[config.mk]
export PLATFORM = sky130hd
export DESIGN_NAME = timer_wheel_scheduler
export DESIGN_NICKNAME = d
export VERILOG_FILES = /design/src/hw/rtl/tws_pkg.sv /design/src/hw/rtl/tws_ctrl.sv /design/src/hw/rtl/tws_dp.sv /design/src/hw/rtl/timer_wheel_scheduler.sv
export SDC_FILE = /design/constraint.sdc
export NUM_CORES = 2
export LEC_CHECK = 0
export BUFFER_PORTS_ARGS = -buffer_cell sky130_fd_sc_hd__buf_2
export CORE_MARGIN = 4
export CORE_UTILIZATION = 45
export CTS_BUF_LIST = sky130_fd_sc_hd__clkbuf_4 sky130_fd_sc_hd__clkbuf_8 sky130_fd_sc_hd__clkbuf_16
export DETAILED_ROUTE_END_ITERATION = 8
export GPL_TIMING_DRIVEN = 0
export PLACE_DENSITY = 0.66
export SLEW_MARGIN = 20
export SYNTH_ARGS = -nofsm -noshare
export SYNTH_HDL_FRONTEND = slang
export SYNTH_MEMORY_MAX_BITS = 65536
export SYNTH_SLANG_ARGS = --single-unit
[constraint.sdc]
create_clock -name clk_i -period 9.4 [get_ports clk_i]
set_input_delay 0.47 -clock clk_i [delete_from_list [all_inputs] [get_ports clk_i]]
set_output_delay 0.47 -clock clk_i [all_outputs]
set_load 0.01 [all_outputs]
[src/hw/rtl/tws_pkg.sv]
package tws_pkg;

  // Wheel geometry.
  localparam int WHEEL_SLOTS = 64;
  localparam int SLOT_DEPTH  = 8;

  localparam int SLOT_W = (WHEEL_SLOTS > 1) ? $clog2(WHEEL_SLOTS) : 1;
  localparam int FILL_W = $clog2(SLOT_DEPTH + 1);
  localparam int ENT_W  = (WHEEL_SLOTS * SLOT_DEPTH > 1) ?
                          $clog2(WHEEL_SLOTS * SLOT_DEPTH) : 1;

  // Field widths.
  localparam int DLY_W     = 16;
  localparam int ID_W      = 8;
  localparam int IDX_OUT_W = 6;
  localparam int CNT_W     = $clog2(DLY_W);
  localparam int PADDR_W   = 3;

  localparam logic [DLY_W-1:0] TICK_RESET = 16'd10;
  localparam logic             REG_TICK   = 1'b0;

  typedef enum logic {
    OP_SCHEDULE = 1'b0,
    OP_TICK     = 1'b1
  } op_e;

  typedef enum logic [1:0] {
    KIND_SCHEDULED = 2'd0,
    KIND_REJECTED  = 2'd1,
    KIND_FIRED     = 2'd2,
    KIND_NOTHING   = 2'd3
  } kind_e;

  typedef enum logic [2:0] {
    S_IDLE,
    S_DIV,
    S_SLOT,
    S_FILL,
    S_SCHED,
    S_TICK_CHK,
    S_EMIT_RD,
    S_EMIT_OUT
  } state_e;

  // Commands from the controller to the datapath.
  typedef struct packed {
    logic load_sched;
    logic load_tick;
    logic div_step;
    logic set_slot;
    logic fill_rd;
    logic sched_commit;
    logic nothing_out;
    logic emit_rd;
    logic emit_out;
  } cmd_t;

  // Status from the datapath to the controller.
  typedef struct packed {
    logic div_done;
    logic fill_zero;
    logic out_free;
    logic emit_last;
  } sts_t;

endpackage

[src/hw/rtl/tws_ctrl.sv]
module tws_ctrl (
  input  logic          clk_i,
  input  logic          rst_ni,
  input  logic          in_valid_i,
  input  tws_pkg::op_e  in_op_i,
  output logic          in_ready_o,
  input  tws_pkg::sts_t sts_i,
  output tws_pkg::cmd_t cmd_o
);

  tws_pkg::state_e state_q, state_d;
  logic            is_tick_q, is_tick_d;

  // State register.
  always_ff @(posedge clk_i or negedge rst_ni) begin
    if (!rst_ni) begin
      state_q   <= tws_pkg::S_IDLE;
      is_tick_q <= 1'b0;
    end else begin
      state_q   <= state_d;
      is_tick_q <= is_tick_d;
    end
  end

  // Next state and commands.
  always_comb begin
    state_d    = state_q;
    is_tick_d  = is_tick_q;
    cmd_o      = '0;
    in_ready_o = 1'b0;
    case (state_q)
      tws_pkg::S_IDLE: begin
        in_ready_o = 1'b1;
        if (in_valid_i) begin
          if (in_op_i == tws_pkg::OP_TICK) begin
            cmd_o.load_tick = 1'b1;
            is_tick_d       = 1'b1;
            state_d         = tws_pkg::S_FILL;
          end else begin
            cmd_o.load_sched = 1'b1;
            is_tick_d        = 1'b0;
            state_d          = tws_pkg::S_DIV;
          end
        end
      end
      tws_pkg::S_DIV: begin
        cmd_o.div_step = 1'b1;
        if (sts_i.div_done) begin
          state_d = tws_pkg::S_SLOT;
        end
      end
      tws_pkg::S_SLOT: begin
        cmd_o.set_slot = 1'b1;
        state_d        = tws_pkg::S_FILL;
      end
      tws_pkg::S_FILL: begin
        cmd_o.fill_rd = 1'b1;
        state_d       = is_tick_q ? tws_pkg::S_TICK_CHK : tws_pkg::S_SCHED;
      end
      tws_pkg::S_SCHED: begin
        if (sts_i.out_free) begin
          cmd_o.sched_commit = 1'b1;
          state_d            = tws_pkg::S_IDLE;
        end
      end
      tws_pkg::S_TICK_CHK: begin
        if (!sts_i.fill_zero) begin
          state_d = tws_pkg::S_EMIT_RD;
        end else if (sts_i.out_free) begin
          cmd_o.nothing_out = 1'b1;
          state_d           = tws_pkg::S_IDLE;
        end
      end
      tws_pkg::S_EMIT_RD: begin
        cmd_o.emit_rd = 1'b1;
        state_d       = tws_pkg::S_EMIT_OUT;
      end
      tws_pkg::S_EMIT_OUT: begin
        if (sts_i.out_free) begin
          cmd_o.emit_out = 1'b1;
          state_d        = sts_i.emit_last ? tws_pkg::S_IDLE : tws_pkg::S_EMIT_RD;
        end
      end
      default: begin
        state_d = tws_pkg::S_IDLE;
      end
    endcase
  end

endmodule

[src/hw/rtl/tws_dp.sv]
module tws_dp (
  input  logic                           clk_i,
  input  logic                           rst_ni,
  input  tws_pkg::cmd_t                  cmd_i,
  output tws_pkg::sts_t                  sts_o,
  input  logic [tws_pkg::DLY_W-1:0]      tick_ms_i,
  input  logic [tws_pkg::DLY_W-1:0]      delay_i,
  input  logic [tws_pkg::ID_W-1:0]       id_i,
  output logic                           out_valid_o,
  input  logic                           out_ready_o_i,
  output tws_pkg::kind_e                 out_kind_o,
  output logic [tws_pkg::ID_W-1:0]       out_id_o,
  output logic [tws_pkg::IDX_OUT_W-1:0]  out_slot_o,
  output logic                           out_last_o
);

  localparam int SW = tws_pkg::SLOT_W;
  localparam int FW = tws_pkg::FILL_W;
  localparam int EW = tws_pkg::ENT_W;
  localparam int DW = tws_pkg::DLY_W;

  // Divider state.
  logic [DW-1:0]              dvd_q, dsr_q, rem_q;
  logic [tws_pkg::CNT_W-1:0]  cnt_q;
  logic [SW-1:0]              tm_q;
  logic                       qnz_q;
  logic [tws_pkg::ID_W-1:0]   id_q;

  // Wheel state.
  logic [SW-1:0]              cur_q, slot_q;
  logic [tws_pkg::WHEEL_SLOTS-1:0] vld_q;
  logic [FW-1:0]              idx_q;
  logic [FW-1:0]              fill_mem [tws_pkg::WHEEL_SLOTS];
  logic [FW-1:0]              fill_rd_q;
  logic [tws_pkg::ID_W-1:0]   ent_mem [tws_pkg::WHEEL_SLOTS * tws_pkg::SLOT_DEPTH];
  logic [tws_pkg::ID_W-1:0]   ent_rd_q;

  // Output register.
  logic                          out_valid_q;
  tws_pkg::kind_e                out_kind_q;
  logic [tws_pkg::ID_W-1:0]      out_id_q;
  logic [tws_pkg::IDX_OUT_W-1:0] out_slot_q;
  logic                          out_last_q;

  logic [DW:0]   trial, diff;
  logic          qbit;
  logic [SW:0]   tm2, tm2_sub;
  logic [SW:0]   addend, sum, sum_sub;
  logic [SW-1:0] slot_nxt;
  logic [FW-1:0] eff_fill;
  logic          fill_full;
  logic [EW-1:0] slot_base, wr_addr, rd_addr;
  logic          out_free, out_load;

  // One restoring divide step; the quotient bits are reduced modulo the slot count.
  assign trial   = {rem_q, dvd_q[DW-1]};
  assign diff    = trial - {1'b0, dsr_q};
  assign qbit    = (trial >= {1'b0, dsr_q});
  assign tm2     = {tm_q, qbit};
  assign tm2_sub = tm2 - (SW+1)'(tws_pkg::WHEEL_SLOTS);

  // Target slot: current position plus the tick count, wrapped once.
  assign addend   = (qnz_q && !cmd_i.load_tick) ? {1'b0, tm_q} : (SW+1)'(1);
  assign sum      = {1'b0, cur_q} + addend;
  assign sum_sub  = sum - (SW+1)'(tws_pkg::WHEEL_SLOTS);
  assign slot_nxt = (sum >= (SW+1)'(tws_pkg::WHEEL_SLOTS)) ? sum_sub[SW-1:0] : sum[SW-1:0];

  // A slot without its valid bit reads as empty.
  assign eff_fill  = vld_q[slot_q] ? fill_rd_q : '0;
  assign fill_full = (eff_fill >= FW'(tws_pkg::SLOT_DEPTH));
  assign slot_base = EW'(slot_q * tws_pkg::SLOT_DEPTH);
  assign wr_addr   = slot_base + EW'(eff_fill);
  assign rd_addr   = slot_base + EW'(idx_q);

  assign out_free = !out_valid_q || out_ready_o_i;
  assign out_load = cmd_i.sched_commit || cmd_i.nothing_out || cmd_i.emit_out;

  assign sts_o.div_done  = (cnt_q == tws_pkg::CNT_W'(DW - 1));
  assign sts_o.fill_zero = (eff_fill == '0);
  assign sts_o.out_free  = out_free;
  assign sts_o.emit_last = (FW'(idx_q + 1'b1) == eff_fill);

  // Divider registers.
  always_ff @(posedge clk_i or negedge rst_ni) begin
    if (!rst_ni) begin
      cnt_q <= '0;
      qnz_q <= 1'b0;
      tm_q  <= '0;
    end else if (cmd_i.load_sched) begin
      cnt_q <= '0;
      qnz_q <= 1'b0;
      tm_q  <= '0;
    end else if (cmd_i.div_step) begin
      cnt_q <= cnt_q + 1'b1;
      qnz_q <= qnz_q | qbit;
      tm_q  <= (tm2 >= (SW+1)'(tws_pkg::WHEEL_SLOTS)) ? tm2_sub[SW-1:0] : tm2[SW-1:0];
    end
  end

  always_ff @(posedge clk_i) begin
    if (cmd_i.load_sched) begin
      dvd_q <= delay_i;
      dsr_q <= (tick_ms_i == '0) ? DW'(1) : tick_ms_i;
      rem_q <= '0;
      id_q  <= id_i;
    end else if (cmd_i.div_step) begin
      dvd_q <= {dvd_q[DW-2:0], 1'b0};
      rem_q <= qbit ? diff[DW-1:0] : trial[DW-1:0];
    end
  end

  // Wheel position, slot valid bits and emit index.
  always_ff @(posedge clk_i or negedge rst_ni) begin
    if (!rst_ni) begin
      cur_q  <= '0;
      slot_q <= '0;
      vld_q  <= '0;
      idx_q  <= '0;
    end else begin
      if (cmd_i.load_tick) begin
        cur_q  <= slot_nxt;
        slot_q <= slot_nxt;
        idx_q  <= '0;
      end
      if (cmd_i.set_slot) begin
        slot_q <= slot_nxt;
      end
      if (cmd_i.sched_commit && !fill_full) begin
        vld_q[slot_q] <= 1'b1;
      end
      if (cmd_i.emit_out) begin
        idx_q <= idx_q + 1'b1;
        if (sts_o.emit_last) begin
          vld_q[slot_q] <= 1'b0;
        end
      end
    end
  end

  // Fill count memory.
  always_ff @(posedge clk_i) begin
    if (cmd_i.sched_commit && !fill_full) begin
      fill_mem[slot_q] <= eff_fill + 1'b1;
    end
    if (cmd_i.fill_rd) begin
      fill_rd_q <= fill_mem[slot_q];
    end
  end

  // Timer id memory.
  always_ff @(posedge clk_i) begin
    if (cmd_i.sched_commit && !fill_full) begin
      ent_mem[wr_addr] <= id_q;
    end
    if (cmd_i.emit_rd) begin
      ent_rd_q <= ent_mem[rd_addr];
    end
  end

  // Output word register.
  always_ff @(posedge clk_i or negedge rst_ni) begin
    if (!rst_ni) begin
      out_valid_q <= 1'b0;
    end else if (out_load) begin
      out_valid_q <= 1'b1;
    end else if (out_ready_o_i) begin
      out_valid_q <= 1'b0;
    end
  end

  always_ff @(posedge clk_i) begin
    if (out_load) begin
      out_slot_q <= tws_pkg::IDX_OUT_W'(slot_q);
      if (cmd_i.sched_commit) begin
        out_kind_q <= fill_full ? tws_pkg::KIND_REJECTED : tws_pkg::KIND_SCHEDULED;
        out_id_q   <= fill_full ? '0 : id_q;
        out_last_q <= 1'b1;
      end else if (cmd_i.nothing_out) begin
        out_kind_q <= tws_pkg::KIND_NOTHING;
        out_id_q   <= '0;
        out_last_q <= 1'b1;
      end else begin
        out_kind_q <= tws_pkg::KIND_FIRED;
        out_id_q   <= ent_rd_q;
        out_last_q <= sts_o.emit_last;
      end
    end
  end

  assign out_valid_o = out_valid_q;
  assign out_kind_o  = out_kind_q;
  assign out_id_o    = out_id_q;
  assign out_slot_o  = out_slot_q;
  assign out_last_o  = out_last_q;

endmodule

[src/hw/rtl/timer_wheel_scheduler.sv]
// Schedule word: the bit-serial delay divide, then slot compute, fill-count read and
// commit, which loads the result word.
// Tick word: advance, fill-count read and check, then a nothing-due word, or each fired
// id read and then loaded. One input word is in flight at a time; the next is taken
// the cycle after its last result is loaded, later while the result register stalls.
// Reset is asynchronous, active low: position 0, all slots empty by valid bit, 10 ms.
module timer_wheel_scheduler (
  input  logic                          clk_i,
  input  logic                          rst_ni,
  // APB configuration port
  input  logic                          psel,
  input  logic                          penable,
  input  logic                          pwrite,
  input  logic [tws_pkg::PADDR_W-1:0]   paddr,
  input  logic [31:0]                   pwdata,
  output logic [31:0]                   prdata,
  output logic                          pready,
  // Input stream
  input  logic                          s_axis_tvalid,
  output logic                          s_axis_tready,
  input  logic [23:0]                   s_axis_tdata,  // delay_ms[15:0], timer_id[23:16]
  input  logic [0:0]                    s_axis_tuser,  // opcode[0]
  // Result stream
  output logic                          m_axis_tvalid,
  input  logic                          m_axis_tready,
  output logic [15:0]                   m_axis_tdata,  // fired_id[7:0], slot_index[13:8]
  output logic [1:0]                    m_axis_tuser,  // kind[1:0]
  output logic                          m_axis_tlast
);

  logic [tws_pkg::DLY_W-1:0]     tick_q;
  tws_pkg::cmd_t                 cmd;
  tws_pkg::sts_t                 sts;
  tws_pkg::kind_e                out_kind;
  logic [tws_pkg::ID_W-1:0]      out_id;
  logic [tws_pkg::IDX_OUT_W-1:0] out_slot;
  logic                          reg_sel;

  // Tick interval register.
  assign reg_sel = (paddr[2] == tws_pkg::REG_TICK);
  assign pready  = 1'b1;

  always_ff @(posedge clk_i or negedge rst_ni) begin
    if (!rst_ni) begin
      tick_q <= tws_pkg::TICK_RESET;
    end else if (psel && penable && pwrite && reg_sel) begin
      tick_q <= pwdata[tws_pkg::DLY_W-1:0];
    end
  end

  assign prdata = reg_sel ? {16'd0, tick_q} : 32'd0;

  tws_ctrl u_ctrl (
    .clk_i      (clk_i),
    .rst_ni     (rst_ni),
    .in_valid_i (s_axis_tvalid),
    .in_op_i    (tws_pkg::op_e'(s_axis_tuser[0])),
    .in_ready_o (s_axis_tready),
    .sts_i      (sts),
    .cmd_o      (cmd)
  );

  tws_dp u_dp (
    .clk_i         (clk_i),
    .rst_ni        (rst_ni),
    .cmd_i         (cmd),
    .sts_o         (sts),
    .tick_ms_i     (tick_q),
    .delay_i       (s_axis_tdata[15:0]),
    .id_i          (s_axis_tdata[23:16]),
    .out_valid_o   (m_axis_tvalid),
    .out_ready_o_i (m_axis_tready),
    .out_kind_o    (out_kind),
    .out_id_o      (out_id),
    .out_slot_o    (out_slot),
    .out_last_o    (m_axis_tlast)
  );

  // Result word packing.
  assign m_axis_tdata = {2'b00, out_slot, out_id};
  assign m_axis_tuser = out_kind;

endmodule

==> impl_metrics.py <==
metrics = {
    "layout": {
        "fin_nets": 9104,
        "drive_above_1_share_pct": 28.62,
        "finalNonFillerCells": 14623,
        "fin_area_mm2": 0.2051,
        "nFillCells": 30026,
        "area_growth_pct": 14.78,
    },
    "die": {
        "core.rowCount": 231,
        "start_util_pct": 45.15,
        "ios": 121,
        "dieHeight_um": 638.1,
        "dieArea_mm2": 0.4072,
        "die_x_um": 638.1,
        "core_area_mm2": 0.3957,
    },
    "synth": {
        "synth_top_area_share_pct": 74.31,
        "yosysUniqueCellTypes": 80,
        "synth.cell_area_mm2": 0.1787,
        "synth_xor_area_share_pct": 0.1520,
        "synth_fa_ha_area_share_pct": 0.2395,
        "yosys_warnings": 0,
        "synth-simple-area-share_pct": 2.922,
        "netlist_top_cells_area": "edfxtp_1 (74%), mux4_2 (17%), dfrtp_1 (1.5%)",
        "yosysMostFrequentCell": "edfxtp_1",
        "syn_area_per_cell_um2": 21.83,
        "synth_top_family_by_area": "multiplexers",
        "muxShareOfSynthArea_pct": 17.18,
        "yosysSeqAreaShare_pct": 76.06,
        "synthCells": 8183,
        "ys.flop_type": "edfxtp_1",
        "synth_seq_cells": 4549,
        "synth_edf_count": 4421,
        "yosys.area.top_type": "edfxtp_1",
        "synthArstFlopShare_pct": 2.462,
        "synth-compound-area-share_pct": 2.085,
        "synth_common_cells": "edfxtp_1 (4421), mux4_2 (1312), nor2_1 (409), clkbuf_1 (358), nor2b_1 (247)",
    },
    "timing": {
        "drv_slew": 0,
        "fin_crit_sh_pct": 86.58,
        "period_minus_slack_ns": 8.139,
        "fmax_ghz": 0.1229,
        "setup_viol": 0,
        "rsz0062_at_grt": "no",
        "slew_headroom_pct": 15.06,
        "fin_skew_ns": 0.07043,
        "finalSetupTns_ns": 0,
        "finalWorstSetupSlack_ns": 1.261,
        "hold_viol": 0,
        "worst_pin_slew_ns": 1.274,
    },
    "global_route": {
        "grtUsageMet1_pct": 32.92,
        "met3_usage_pct": 5.817,
        "met2_usage_pct": 37.63,
        "busiest_layer": "met2",
        "grt_max_degree": 66,
        "grt_antenna_before_repair": 19,
        "grt-ovfl-total": 0,
        "grt_use_total_pct": 23.88,
        "grt_pass1_wl_um": 692500,
        "grt_pass1_vias": 90918,
    },
    "routing": {
        "drt_pass1_iterations": 8,
        "wl_per_cell_um": 33.69,
        "routed_wirelength_um": 492600,
        "vias": 91363,
        "via_per_inst": 6.248,
        "drc": 0,
        "drt_iter0_markers": 13700,
        "postRouteAntennaNets": 0,
    },
    "clocking": {
        "clkSlewWorstSetupHoldPaths_ns": 0.07,
        "post_cts_resized": 0,
        "root_buffer": "clkbuf_16",
        "clockBufferDepth": 4,
        "cts-htree-levels": 5,
        "numCtsBuffers": 433,
        "clk_latency_ns": 0.98,
        "cts.sinks": 4549,
        "cts_tree": "yes",
    },
    "worst_setup_path": {
        "worstPathArrival_ns": 8.71,
        "end_kind": "flip-flop",
        "rr_worst_depth": 16,
        "cp-start-kind": "flip-flop",
        "regToRegEndpoint": "u_dp.ent_mem[247][3]",
        "r2r_setup_slack_ns": 1.26,
        "crit_fanout": 10,
        "rr_startpoint": "u_dp.slot_q[4]",
        "worstSetupPathType": "flip-flop to flip-flop",
        "cp.required_ns": 9.97,
    },
    "hold_path": {
        "hold_path_end": "u_ctrl.state_q[1]",
        "hold_path_depth": 6,
        "min_from": "s_axis_tuser",
        "timing.hold.worst.class": "input port to flip-flop",
    },
    "placed_design": {
        "dp_cells": 13761,
        "placed_area_mm2": 0.1900,
        "port_buffers": 83,
        "hpwl_um": 344000,
        "place.gp.congestion": 0.9397,
        "dp_slack_ns": 1.678,
    },
    "power": {
        "p_leak_uw": 0.06398,
        "ir_drop_v": 0.0002669,
        "powerDensity_mw_per_mm2": 292.0,
    },
    "status": {
        "status": "complete, no violations",
    },
    "run": {
        "maxCapViolations": 0,
    },
}
cell usage in the layout (no fill, tap or decap), drive strengths merged, types with 11 or more instances in the layout:
master and count:
buf 507, o21ai 25, dlygate4sd3 44, nor2 409, a41oi 68, ha 31, a221oi 20, conb 19
bufinv 50, nand3 45, mux2i 46, a211o 14, xor2 12, a21oi 36, clkbuf 891, a21o 25
inv 40, clkinvlp 14, dfxtp 16, o211ai 56, xnor2 19, nor3 25, nand4 32, and2 25
and3 23, nand2 186, diode 11, a22oi 98, mux2 61, a31oi 79, edfxtp 4421, mux4 1312
or3 11, nor2b 248, clkinv 215, dfrtp 110, a22o 25
through the flow:
step / hold slack [ns] / utilization, % / power, µW
after floorplan: 0.1744 / - / 34130
after global placement: 0.4388 / 46.93 / 41780
after detailed placement: 0.4317 / 48.03 / 42140
after CTS: 0.05572 / 51.79 / 59710
after global routing: 0.1521 / 51.82 / 61350
final: 0.1380 / 51.83 / 59890
report_power, final:
part           switching (µW)  internal, µW  total (µW)
Clock                    7570         10200       17800
Sequential                207         23000       23200
Combinational           11800          7180       19000
final cells by class:
type                            instances  area [µm²]  area share, %
Antenna cell                           11       27.53        0.01342
Buffer                                561        2480          1.209
Clock buffer                          512       11610          5.660
Clock inverter                        289        2844          1.387
Inverter                               30       112.6        0.05491
Multi-Input combinational cell       3060       40500          19.75
Sequential cell                      4549      135900          66.26
Tap cell                             5242        6559          3.198
Timing Repair Buffer                  369        5055          2.465
registers in the layout (all words and copies together) (netlist names), 8 cells and up:
register,flops
u_dp.rem_q,16
u_dp.ent_mem,4096
u_dp.vld_q,64
u_dp.ent_rd_q,8
tick_q,16
u_dp.fill_mem,256
u_dp.id_q,8
u_dp.dsr_q,16
u_dp.dvd_q,16
u_dp.out_id_o,8
worst max-delay path: stages (launching register included):
cell	delay (ns)
dfrtp_1	0.49
clkbuf_1	0.43
inv_1	0.31
nor2_1	0.55
nand2_1	0.44
o21ai_0	0.52
or4_4	0.26
clkbuf_1	0.43
and2_1	0.21
ha_1	0.21
ha_1	0.19
clkbuf_1	0.37
xor2_1	0.60
nand2_1	0.56
nor3b_4	0.70
buf_2	0.59
nor2b_1	0.85
worst max-delay path by stage:
| stage | start | end | slack [ns] | depth (start not counted) |
|---|---|---|---|---|
| 2_1_floorplan | u_dp.id_q[0] | u_dp.ent_mem[0][0] | 1.79 | 0 |
| 5_1_grt | u_dp.slot_q[4] | u_dp.ent_mem[246][1] | 1.02 | 16 |
| 3_3_place_gp | u_dp.id_q[0] | u_dp.ent_mem[334][0] | -6.05 | 0 |
| 6_report | u_dp.slot_q[4] | u_dp.ent_mem[247][3] | 1.26 | 16 |
| 3_5_place_dp | u_dp.slot_q[4] | u_dp.ent_mem[246][0] | 1.68 | 16 |
| 4_1_cts | u_dp.slot_q[4] | u_dp.ent_mem[246][0] | 1.63 | 16 |
kinds of logic (layout without fill, tap and decap cells):
logic type / Yosys count / after routing
adder cells (fa/ha/maj): 33 / 33
XOR/XNOR: 31 / 31
AND/OR/NAND/NOR: 1057 / 1057
multiplexers: 1419 / 1419
flip-flops: 4549 / 4549
other: 2 / 30
AO/OA/AOI/OAI: 501 / 501
buffers and inverters: 591 / 1761
metal layers:
| metal | wire [µm] | up-vias |
|---|---|---|
| li1 | - | 36056 |
| met1 | 185900 | 48682 |
| met2 | 232900 | 5693 |
| met3 | 54160 | 930 |
| met4 | 19650 | 2 |
| met5 | 13 | - |
timing repair:
action / CTS / global route
buffers inserted: 0 / 0
endpoints found under the hold margin: 155 / 0
hold buffers: 45 / 0
(Power assumes the default switching activity.)
